[src/fust_pkg.sv]
`timescale 1ns / 1ps
// ----------------------------------------------------------------------------
// fust_pkg
// Shared types and constants of the first unique symbol tracker.
// ----------------------------------------------------------------------------
package fust_pkg;

    localparam int ALPHABET_SIZE_DEF = 26;
    localparam int SYM_W             = 5;

    // per-symbol occurrence status, saturating at repeated
    typedef enum logic [1:0] {
        ST_UNSEEN   = 2'd0,
        ST_ONCE     = 2'd1,
        ST_REPEATED = 2'd2
    } t_status;

    // list operation decided by the status table for one beat
    typedef struct packed {
        logic             append;
        logic             remove;
        logic [SYM_W-1:0] sym;
    } t_list_op;

endpackage

[src/fust_status.sv]
`timescale 1ns / 1ps
// ----------------------------------------------------------------------------
// fust_status
// Per-symbol status table; decides whether a beat appends or removes.
// ----------------------------------------------------------------------------
module fust_status
    import fust_pkg::*;
#(
    parameter int ALPHABET_SIZE = ALPHABET_SIZE_DEF
) (
    input  logic             i_clk,
    input  logic             i_rst_n,
    input  logic             i_en,
    input  logic             i_restart,
    input  logic [SYM_W-1:0] i_letter,
    output t_list_op         o_op
);

    t_status                  r_status [ALPHABET_SIZE];
    t_status                  n_status [ALPHABET_SIZE];
    logic [ALPHABET_SIZE-1:0] w_hit;
    t_status                  w_cur;

    // decode the letter; codes outside the alphabet hit nothing
    always_comb begin
        w_cur = ST_UNSEEN;
        for (int i = 0; i < ALPHABET_SIZE; i++) begin
            w_hit[i] = (int'(i_letter) == i);
            if (w_hit[i] && !i_restart) begin
                w_cur = r_status[i];
            end
        end
    end

    always_comb begin
        o_op.sym    = i_letter;
        o_op.append = (|w_hit) && (w_cur == ST_UNSEEN);
        o_op.remove = (|w_hit) && (w_cur == ST_ONCE);
    end

    always_comb begin
        for (int i = 0; i < ALPHABET_SIZE; i++) begin
            n_status[i] = i_restart ? ST_UNSEEN : r_status[i];
            if (w_hit[i]) begin
                unique case (n_status[i])
                    ST_UNSEEN:   n_status[i] = ST_ONCE;
                    ST_ONCE:     n_status[i] = ST_REPEATED;
                    ST_REPEATED: n_status[i] = ST_REPEATED;
                    default:     n_status[i] = ST_REPEATED;
                endcase
            end
        end
    end

    always_ff @(posedge i_clk) begin
        for (int i = 0; i < ALPHABET_SIZE; i++) begin
            if (!i_rst_n) begin
                r_status[i] <= ST_UNSEEN;
            end else if (i_en) begin
                r_status[i] <= n_status[i];
            end
        end
    end

endmodule

[src/fust_cell.sv]
`timescale 1ns / 1ps
// ----------------------------------------------------------------------------
// fust_cell
// One slot of the order list; appends, holds, or takes its right neighbor.
// ----------------------------------------------------------------------------
module fust_cell
    import fust_pkg::*;
(
    input  logic             i_clk,
    input  logic             i_rst_n,
    input  logic             i_en,
    input  logic             i_clear,
    input  t_list_op         i_op,
    input  logic             i_prev_valid,
    input  logic             i_shift_in,
    input  logic             i_next_valid,
    input  logic [SYM_W-1:0] i_next_sym,
    output logic             o_shift_out,
    output logic             o_valid,
    output logic [SYM_W-1:0] o_sym,
    output logic             o_n_valid,
    output logic [SYM_W-1:0] o_n_sym
);

    logic             r_valid;
    logic [SYM_W-1:0] r_sym;
    logic             n_valid;
    logic [SYM_W-1:0] n_sym;
    logic             w_hit;

    // valid as seen after a restart on this beat
    assign o_valid     = r_valid && !i_clear;
    assign o_sym       = r_sym;
    assign w_hit       = i_op.remove && o_valid && (r_sym == i_op.sym);
    assign o_shift_out = i_shift_in || w_hit;

    always_comb begin
        priority if (o_shift_out) begin
            n_valid = i_next_valid;
            n_sym   = i_next_sym;
        end else if (i_op.append && !o_valid && i_prev_valid) begin
            n_valid = 1'b1;
            n_sym   = i_op.sym;
        end else begin
            n_valid = o_valid;
            n_sym   = r_sym;
        end
    end

    assign o_n_valid = n_valid;
    assign o_n_sym   = n_sym;

    always_ff @(posedge i_clk) begin
        if (!i_rst_n) begin
            r_valid <= 1'b0;
        end else if (i_en) begin
            r_valid <= n_valid;
        end
    end

    always_ff @(posedge i_clk) begin
        if (i_en) begin
            r_sym <= n_sym;
        end
    end

endmodule

[src/first_unique_symbol_tracker_top.sv]
`timescale 1ns / 1ps
// ----------------------------------------------------------------------------
// first_unique_symbol_tracker_top
// Reports after every symbol the oldest symbol seen exactly once so far.
// ----------------------------------------------------------------------------
// Result: registered; a beat's result is valid in the cycle after its acceptance.
// Throughput: 1 beat per cycle unless m_axis_tready stalls the output; the
//   removal shift rippling through the row of cells sets the cycle time.
// Reset: synchronous active-low i_rst_n clears the status table, the cell
//   valid bits and the output valid flag; no clearing pass is needed.
// ----------------------------------------------------------------------------
module first_unique_symbol_tracker_top
    import fust_pkg::*;
#(
    parameter int ALPHABET_SIZE = ALPHABET_SIZE_DEF
) (
    input  logic       i_clk,
    input  logic       i_rst_n,
    input  logic       s_axis_tvalid,
    output logic       s_axis_tready,
    input  logic [7:0] s_axis_tdata,   // [4:0] letter, [7:5] zero
    input  logic       s_axis_tuser,   // [0] restart
    output logic       m_axis_tvalid,
    input  logic       m_axis_tready,
    output logic [7:0] m_axis_tdata,   // [4:0] first_unique, [7:5] zero
    output logic       m_axis_tuser    // [0] found
);

    logic             w_accept;
    logic [SYM_W-1:0] w_letter;
    t_list_op         w_op;

    // chain wiring between neighboring cells
    logic             w_valid   [ALPHABET_SIZE];
    logic [SYM_W-1:0] w_sym     [ALPHABET_SIZE];
    logic             w_shift   [ALPHABET_SIZE+1];
    logic             w_n_valid [ALPHABET_SIZE];
    logic [SYM_W-1:0] w_n_sym   [ALPHABET_SIZE];

    logic             r_m_valid;
    logic             r_found;
    logic [SYM_W-1:0] r_first;

    // Take a new beat whenever the output register is empty or drains now.
    assign s_axis_tready = !r_m_valid || m_axis_tready;
    assign w_accept      = s_axis_tvalid && s_axis_tready;
    assign w_letter      = s_axis_tdata[SYM_W-1:0];

    // Status table: turns each letter into append, remove or nothing.
    fust_status #(
        .ALPHABET_SIZE (ALPHABET_SIZE)
    ) u_status (
        .i_clk     (i_clk),
        .i_rst_n   (i_rst_n),
        .i_en      (w_accept),
        .i_restart (s_axis_tuser),
        .i_letter  (w_letter),
        .o_op      (w_op)
    );

    // Row of list cells, head at index 0. A removal hit starts a shift that
    // runs to the tail, so every cell behind the hit takes its right neighbor
    // and the list stays compacted. An append lands in the first empty cell.
    assign w_shift[0] = 1'b0;

    for (genvar g = 0; g < ALPHABET_SIZE; g++) begin : g_cell
        logic             w_prev_valid;
        logic             w_next_valid;
        logic [SYM_W-1:0] w_next_sym;

        if (g == 0) begin : g_head
            assign w_prev_valid = 1'b1;
        end else begin : g_body
            assign w_prev_valid = w_valid[g-1];
        end

        if (g == ALPHABET_SIZE - 1) begin : g_tail
            assign w_next_valid = 1'b0;
            assign w_next_sym   = '0;
        end else begin : g_inner
            assign w_next_valid = w_valid[g+1];
            assign w_next_sym   = w_sym[g+1];
        end

        fust_cell u_cell (
            .i_clk        (i_clk),
            .i_rst_n      (i_rst_n),
            .i_en         (w_accept),
            .i_clear      (s_axis_tuser),
            .i_op         (w_op),
            .i_prev_valid (w_prev_valid),
            .i_shift_in   (w_shift[g]),
            .i_next_valid (w_next_valid),
            .i_next_sym   (w_next_sym),
            .o_shift_out  (w_shift[g+1]),
            .o_valid      (w_valid[g]),
            .o_sym        (w_sym[g]),
            .o_n_valid    (w_n_valid[g]),
            .o_n_sym      (w_n_sym[g])
        );
    end

    // Output register: hold the head of the updated list until taken.
    always_ff @(posedge i_clk) begin
        if (!i_rst_n) begin
            r_m_valid <= 1'b0;
        end else if (s_axis_tready) begin
            r_m_valid <= s_axis_tvalid;
        end
    end

    always_ff @(posedge i_clk) begin
        if (w_accept) begin
            r_found <= w_n_valid[0];
            r_first <= w_n_valid[0] ? w_n_sym[0] : '0;
        end
    end

    assign m_axis_tvalid = r_m_valid;
    assign m_axis_tuser  = r_found;
    assign m_axis_tdata  = {{(8-SYM_W){1'b0}}, r_first};

endmodule
[config.mk]
export PLATFORM = sky130hd
export DESIGN_NAME = first_unique_symbol_tracker_top
export DESIGN_NICKNAME = d
export VERILOG_FILES = /design/src/fust_pkg.sv /design/src/fust_status.sv /design/src/fust_cell.sv /design/src/first_unique_symbol_tracker_top.sv
export SDC_FILE = /design/constraint.sdc
export NUM_CORES = 1
export LEC_CHECK = 0
export ABC_AREA = 0
export BUFFER_PORTS_ARGS = -buffer_cell sky130_fd_sc_hd__buf_2
export CORE_MARGIN = 2
export CORE_UTILIZATION = 55
export CTS_CLUSTER_DIAMETER = 80
export DETAILED_ROUTE_END_ITERATION = 16
export PLACE_DENSITY = 0.8
export RECOVER_POWER = 100
export SETUP_SLACK_MARGIN = 0.15
export SLEW_MARGIN = 20
export SYNTH_ARGS = -nofsm -noshare
export SYNTH_HDL_FRONTEND = slang
export SYNTH_HIERARCHICAL = 1
export SYNTH_SLANG_ARGS = --single-unit
[constraint.sdc]
create_clock -name i_clk -period 19.9 [get_ports i_clk]
set_input_delay 3.98 -clock i_clk [delete_from_list [all_inputs] [get_ports i_clk]]
set_output_delay 3.98 -clock i_clk [all_outputs]
set_load 0.005 [all_outputs]
== Yosys cells after proc, flatten, opt, wreduce, memory -nomap -nowiden ==
Memories as Yosys holds them, arrays and structs flattened.
Index checks and enable logic that the tools add are counted.

* Flip-flop bits (word level): 163
* Bits in writable memories: 52
* Output and inout port bits: 11
* Word-level logic and storage cells: 662
* Memories kept: 1

{| class="wikitable"
|+ Memory list
! name !! words !! bits a word !! read ports !! clocked after Yosys merged registers in !! wr ports !! RTL line !! text
|-
| u_status.r_status || 26 || 2 || 26 || 0 || 26 || fust_status.sv:19 || <nowiki>t_status r_status [ALPHABET_SIZE];</nowiki>
|}

* Equal/unequal tests: 52
* Muxes and demuxes: 237
* Bitwise gates (word level): 26
* Reduce and logical (&&, ||, !) cells: 291

{| class="wikitable"
|+ Operators with widths
! kind !! number
|-
| $mux W2 || 130
|-
| $mux W5 || 51
|-
| $logic_and A1 B1 Y1 || 158
|-
| $eq A5 B5 Y1 || 26
|-
| $eq A5 B5 Y1 const B || 16
|-
| $mux W1 || 56
|-
| $logic_not A2 Y1 || 27
|-
| $reduce_and A2 Y1 || 25
|-
| $reduce_bool A2 Y1 || 25
|-
| $eq A5 B4 Y1 const B || 6
|-
| $logic_not A1 Y1 || 28
|-
| $logic_or A1 B1 Y1 || 26
|-
| $or A1 B1 Y1 || 26
|-
| $reduce_or A26 Y1 || 1
|-
| $eq A5 B3 Y1 const B || 2
|-
| $eq A5 B2 Y1 const B || 1
|-
| $logic_not A5 Y1 || 1
|-
| $eq A2 B1 Y1 const B || 1
|}

== Depth between registers and ports, before layout ==
Gate-level depths: netlist of run 1.

* Depth in word-level cells: 59
* Depth in mapped cells: 64
* Gate-level depth less buffers: 61

== Cells and area by module ==
The synthesis of run 1 kept the hierarchy.

{| class="wikitable"
|+ Modules (own cells, without submodules)
! module !! times used !! cells an instance !! area each (µm²) !! sequential area each (µm²)
|-
| fust_cell || 26 || 36 || 432.9 || 170.2
|-
| fust_status || 1 || 390 || 3580.9 || 1561.5
|-
| first_unique_symbol_tracker_top || 1 || 21 || 299.0 || 200.2
|}

== Least setup slack after synthesis of run 1 ==
No wires, ideal clock.

* Path type: input to register
* Start point: input s_axis_tdata[2]
* End point: register g_cell[25].u_cell.r_valid
* Library setup time: 117 ps
* Data arrival time: 15689 ps
* Data required time: 19783 ps
* Slack: 4094 ps
* Stages: 61
* Path buffers: 2
* Cells stage by stage: buf_4 buf_2 or4_1 a41o_1 a221oi_2 nor3_1 nand3b_1 nor4_4 a21oi_2 inv_1 a21oi_2 inv_1 a21oi_2 inv_1 a21oi_2 inv_1 a21oi_2 inv_1 (+25 left out) inv_1 a21oi_2 inv_1 a21oi_2 inv_1 a21oi_2 inv_1 a21oi_2 inv_1 a21oi_2 inv_1 a21oi_2 inv_1 a21oi_2 inv_1 nor3b_1 a21oi_1 a41o_1

{| class="wikitable"
|+ RTL lines
! what !! RTL line !! text
|-
| start, declared || first_unique_symbol_tracker_top.sv:21 || <nowiki>input logic [7:0] s_axis_tdata,</nowiki>
|-
| end signal, assigned || fust_cell.sv:57 || <nowiki>r_valid <= n_valid;</nowiki>
|-
| end, declared || fust_cell.sv:25 || <nowiki>logic r_valid;</nowiki>
|}

==> results of run 1 <==
-- power breakdown --
part | internal, uW | switching [uW] | total (uW)
clock network | 265 | 184 | 449
registers | 537 | 27.9 | 565
logic | 80.1 | 107 | 187
-- flip-flops by register name (all words and copies together) (netlist names) --
register               cells
u_status/r_status         52
g_cell.u_cell/r_valid     26
m_axis_tvalid              1
r_first                    5
m_axis_tuser               1
g_cell.u_cell/o_sym      130
-- per-layer routing --
| layer | wire length (um) | up-vias |
|---|---|---|
| met3 | 1644 | 52 |
| met5 | 0 | - |
| met2 | 15340 | 261 |
| met4 | 539 | 0 |
| li1 | - | 4969 |
| met1 | 13500 | 5089 |
-- cell type report --
class / instances / share of cell area [%]
flip-flops and latches: 215 / 38.15
clock buffers: 38 / 4.475
inverters: 65 / 1.505
repair buffers: 34 / 1.188
well taps: 341 / 2.631
clock inverters: 10 / 0.5015
multi-input cells: 1013 / 51.55
-- path summary, 6_finish.rpt --
| kind | cells after the start | slack, ps | to | startpoint |
|---|---|---|---|---|
| worst min-delay path | 2 | 520 | m_axis_tvalid | m_axis_tvalid |
| worst max-delay path | 62 | 1770 | g_cell[25].u_cell/r_valid | s_axis_tdata[0] |
| worst max register to register | 61 | 5660 | g_cell[25].u_cell/r_valid | u_status/r_status[1][11] |
| worst min register to register | 2 | 520 | m_axis_tvalid | m_axis_tvalid |
-- critical path: cells and delay by family --
family                 cells  cell delay [ps]
AO/OA/AOI/OAI             30             9000
buffers and inverters     26             4110
AND/OR/NAND/NOR            6             1400
-- through the flow --
stage	util [%]	setup WS, ps	hold WS (ps)	total power (uW)
2_1_floorplan	-	4533	505.6	714.9
3_3_place_gp	57.58	1704	483.3	752.5
3_5_place_dp	57.58	1466	492.8	759.7
4_1_cts	60.58	1950	501.0	1209
5_1_grt	60.34	332.6	580.4	1247
6_report	60.34	1772	523.9	1202
==> run summary, run 1 <==
Initial core utilization -> 55.84%
Slowest stage delay, CP -> 600 ps
First-pass GRT wire length -> 51.53 mm
# setup viols final -> 0
Leakage -> 0.005902 uW
CTS Buffer Depth -> 3
Commonest non-fill, non-tap cell in the layout -> edfxtp_1
Vias in the first global route -> 10540
RePlAce Congestion -> 0.8146
# IOs -> 24
Synthesized instance count -> 1321
WP data arrival -> 18530 ps
Antenna Cells -> 0
Most frequent cells in the layout -> 188 x edfxtp_1, 183 x mux2_2, 130 x xor2_1, 100 x nor2_1, 80 x mux2_1
Layer with the highest usage -> met2
Placed cell count -> 1668
Dpl cell area -> 15470 sq um
Max Clock Freq -> 0.05516 GHz
Design area -> 16220 sq um
Final hold vios -> 0
Hpwl dp -> 19.23 mm
Area delta synth->final -> 8.054%
Setup Fix Bufs, Post-CTS -> 0
CTS root buf -> clkbuf_16
Failing checks -> capacitance limit, slew limit
Total Routing Usage GR -> 21.48%
CP Capture Type -> register
Worst endpoint required time -> 20300 ps
Peak VDD IR -> 0.06174 mV
Iteration-0 DRC Markers -> 872
Worst-path clk slew -> 60 ps
Multi-input logic area -> 8359 sq um
WL/cell -> 18.08 um
RSZ-0062 raised after global routing -> false
Die area -> 28620 sq um
Core area -> 26880 sq um
CTS tree -> done
Worst-path fanout max -> 53
Slew Viols, Final -> 360
Post-DRT Antenna Nets -> 0
Worst Skew -> 31.53 ps
Met3 Track Usage GR -> 2.729%
Die X-Extent -> 169.2 um
Max Cap Violations -> 7
H-tree Lvls -> 1
Pwr dens -> 74.11 nW/um^2
Clk_lat worst skew -> 540 ps
Routing usage on met2 -> 38.03%
Mapped cell area -> 15010 sq um
Startpoint Class -> primary input
Setup TNS -> 0 ps
CTS sink cnt -> 215
Num CTS Buffers -> 26
Final WL -> 31.03 mm
Synth Warn # -> 6
DRC Markers -> 0
Worst slew pin tran -> 4311 ps
Post_cts resized -> 0
Sequential cell area -> 6186 sq um
Syn Area/Cell -> 11.36 sq um
Hold buffer count at CTS -> 0
Critical path type -> in -> reg
Nets -> 1368
Grt ovf -> 0
Pre-Repair DR Iteration Count -> 6
Final period utilization -> 91.10%
Fillers -> 2200
Largest net degree at the start of global routing -> 91
Crit path time final -> 18130 ps
Layout cells sized above 1 -> 24.58%
Via/cell ratio -> 6.044
Worst Hold Class -> reg -> reg
GRT met1 Usage -> 27.78%
Final std cells w/o fill -> 1716
Critical path's slowest cell -> and3b_1
# rows -> 60
Status -> finished, violations left
Initial antenna violation count -> 0
Max_slew headroom -> -187.4%
Port Buffers -> 17
Die Y -> 169.2 um
DR vias -> 10370
(Power assumes the default switching activity.)
==> run 2, diff against run 1 <==
- CELL_PAD_IN_SITES_DETAIL_PLACEMENT: not set -> 1
- CELL_PAD_IN_SITES_GLOBAL_PLACEMENT: not set -> 2
- CORE_UTILIZATION: 55 -> 44
- PLACE_DENSITY: 0.8 -> 0.9
==> run summary, run 2 (synthesis results as in run 1) <==
RSZ-0062 raised after global routing -> false
Final WL -> 36.65 mm (+18%)
CTS sink cnt -> 215 (unchanged)
Clock share of power -> 38.3% (+0.9 points)
Register-to-Register Path Depth -> 61 (unchanged)
CTS tree -> done
Final hold vios -> 0 (unchanged)
Max reg flops -> 130 (unchanged)
Sequential share of power -> 46.0% (-1.0 points)
Slew Viols, Final -> 356 (-1.1%)
Worst-path fanout max -> 55 (+3.8%)
Worst slew pin tran -> 7158 ps (+2848 ps)
Setup Fix Bufs, Post-CTS -> 0 (unchanged)
Worst endpoint required time -> 20290 ps (about the same)
Total Routing Usage GR -> 20.62% (-0.86 points)
Worst reg2reg setup slack -> 5580 ps (-80 ps)
# IOs -> 24 (unchanged)
Worst Hold Class -> reg -> reg
Peak VDD IR -> 0.06313 mV (+2.3%)
Core area -> 33530 sq um (+25%)
Initial core utilization -> 44.75% (-11 points)
Worst-path clk slew -> 50 ps (about the same)
Delay-heaviest family, CP -> compound AO/OA/AOI/OAI gates
CP Capture Type -> register
# setup viols final -> 0 (unchanged)
Failing checks -> capacitance limit, slew limit
Iteration-0 DRC Markers -> 618 (-29%)
Nets -> 1370 (+0.15%)
Pre-Repair DR Iteration Count -> 5 (-1)
Hpwl dp -> 23.52 mm (+22%)
Clk_lat worst skew -> 550 ps (about the same)
Num CTS Buffers -> 27 (+3.8%)
Area delta synth->final -> 9.280%
Post_cts resized -> 0 (unchanged)
Sw frac -> 27.37% (+0.79 points)
Commonest non-fill, non-tap cell in the layout -> edfxtp_1
RePlAce Congestion -> 0.7614 (-6.5%)
Vias in the first global route -> 11180 (+6.1%)
First-pass GRT wire length -> 60.24 mm (+17%)
Internal power -> 897.9 uW (+1.8%)
Largest net degree at the start of global routing -> 147 (+62%)
Routing usage on met2 -> 35.80% (-2.2 points)
Critical path type -> in -> reg
Die Y -> 188.7 um (+12%)
Max Cap Violations -> 6 (-1)
Hold buffer count at CTS -> 0 (unchanged)
Leakage -> 0.005920 uW (+0.31%)
H-tree Lvls -> 1 (unchanged)
Status -> finished, violations left
Grt ovf -> 0 (unchanged)
Port Buffers -> 17 (unchanged)
Hold depth -> 2 (unchanged)
Max_slew headroom -> -377.2% (-190 points)
Pwr dens -> 75.39 nW/um^2 (+1.7%)
Hold WS -> 537.3 ps (+13.44 ps)
Worst Skew -> 32.90 ps (+1.366 ps)
Met3 Track Usage GR -> 2.030% (-0.70 points)
Layout cells sized above 1 -> 24.89% (+0.31 points)
Comb pwr share -> 15.7% (about the same)
Final period utilization -> 91.39% (+0.30 points)
Startpoint Class -> primary input
Max Clock Freq -> 0.05498 GHz (-0.32%)
CTS Buffer Depth -> 3 (unchanged)
Slowest stage delay, CP -> 570 ps (-30 ps)
Most frequent cells in the layout -> 188 x edfxtp_1, 183 x mux2_2, 130 x xor2_1, 100 x nor2_1, 80 x mux2_1
Post-DRT Antenna Nets -> 0 (unchanged)
CTS root buf -> clkbuf_16
Initial antenna violation count -> 0 (unchanged)
Die area -> 35600 sq um (+24%)
WL/cell -> 20.07 um (+11%)
GRT met1 Usage -> 27.67% (-0.11 points)
Switch Pwr -> 338.4 uW (+5.9%)
Die X-Extent -> 188.7 um (+12%)
CP Buf/Inv Count -> 26 (unchanged)
Layer with the highest usage -> met2
Antenna Cells -> 0 (unchanged)
Crit path time final -> 18190 ps (+58.73 ps)
DR vias -> 10490 (+1.1%)
WP data arrival -> 18580 ps (+50 ps)
Critical path's slowest cell -> buf_4
Setup TNS -> 0 ps (unchanged)
Via/cell ratio -> 5.743 (-5.0%)
Levels on crit path -> 62 (unchanged)
DRC Markers -> 0 (unchanged)
# rows -> 67 (+12%)
==> run 2: cell count changes in the layout (fill, tap and decap cells not counted), sizes merged <==
| cell | previous run | this run |
|---|---|---|
| inv | 65 | 66 |
| clkinv | 9 | 5 |
| clkbuf | 48 | 51 |
| buf | 24 | 26 |
| clkinvlp | 0 | 1 |
==> run 2: final timing paths <==
kind	startpoint	to
setup / recovery	s_axis_tdata[4]	g_cell[25].u_cell/r_valid
hold / removal	m_axis_tvalid	m_axis_tvalid
hold reg to reg	m_axis_tvalid	m_axis_tvalid
setup reg to reg	u_status/r_status[1][11]	g_cell[25].u_cell/r_valid
==> run 2: per-stage QoR <==
stage / power (uW) / util, % / worst slack [ps] / instance area [sq um] / instances
2_1_floorplan: 714.9 / - / 4533 / 15050 / 1332
3_3_place_gp: 758.9 / 46.62 / 1543 / 15630 / 1776
3_5_place_dp: 769.5 / 46.62 / 1165 / 15630 / 1776
4_1_cts: 1248 / 49.13 / 1632 / 16470 / 1826
5_1_grt: 1290 / 48.91 / 234.4 / 16400 / 1826
6_report: 1236 / 48.91 / 1713 / 16400 / 1826
==> run 2: area by class of cell <==
| type | count | area, sq um |
|---|---|---|
| multi-input cells | 1013 | 8361 |
| flip-flops and latches | 215 | 6186 |
| clock buffers | 42 | 772.0 |
| well taps | 448 | 560.5 |
| repair buffers | 35 | 206.4 |
| clock inverters | 8 | 70.07 |
| inverters | 65 | 244.0 |
| fillers | 3593 | 17130 |
==> run 2: worst reg2reg max path: cells and delay by family (launching register included) <==
kind	cells	cell delay, ps
AO/OA/AOI/OAI	31	9410
buffers and inverters	25	3720
flip-flops	1	390
AND/OR/NAND/NOR	5	610
==> run 2: per-layer routing <==
metal  wire length [um]  part of all wire (%)  up-vias
met5                  0                     0        -
met4                702                   1.9        0
met3               1084                   3.0       42
met2              17950                    49      161
met1              16910                    46     5310
li1                   -                     -     4973
==> run 2: power groups by stage <==
stage | combinational [uW] | clock (uW) | sequential [uW]
final | 194 | 474 | 569
after global routing | 212 | 503 | 575
after CTS | 196 | 486 | 566
after detailed placement | 195 | 0 | 575
after global placement | 186 | 0 | 572
after floorplan | 151 | 0 | 564
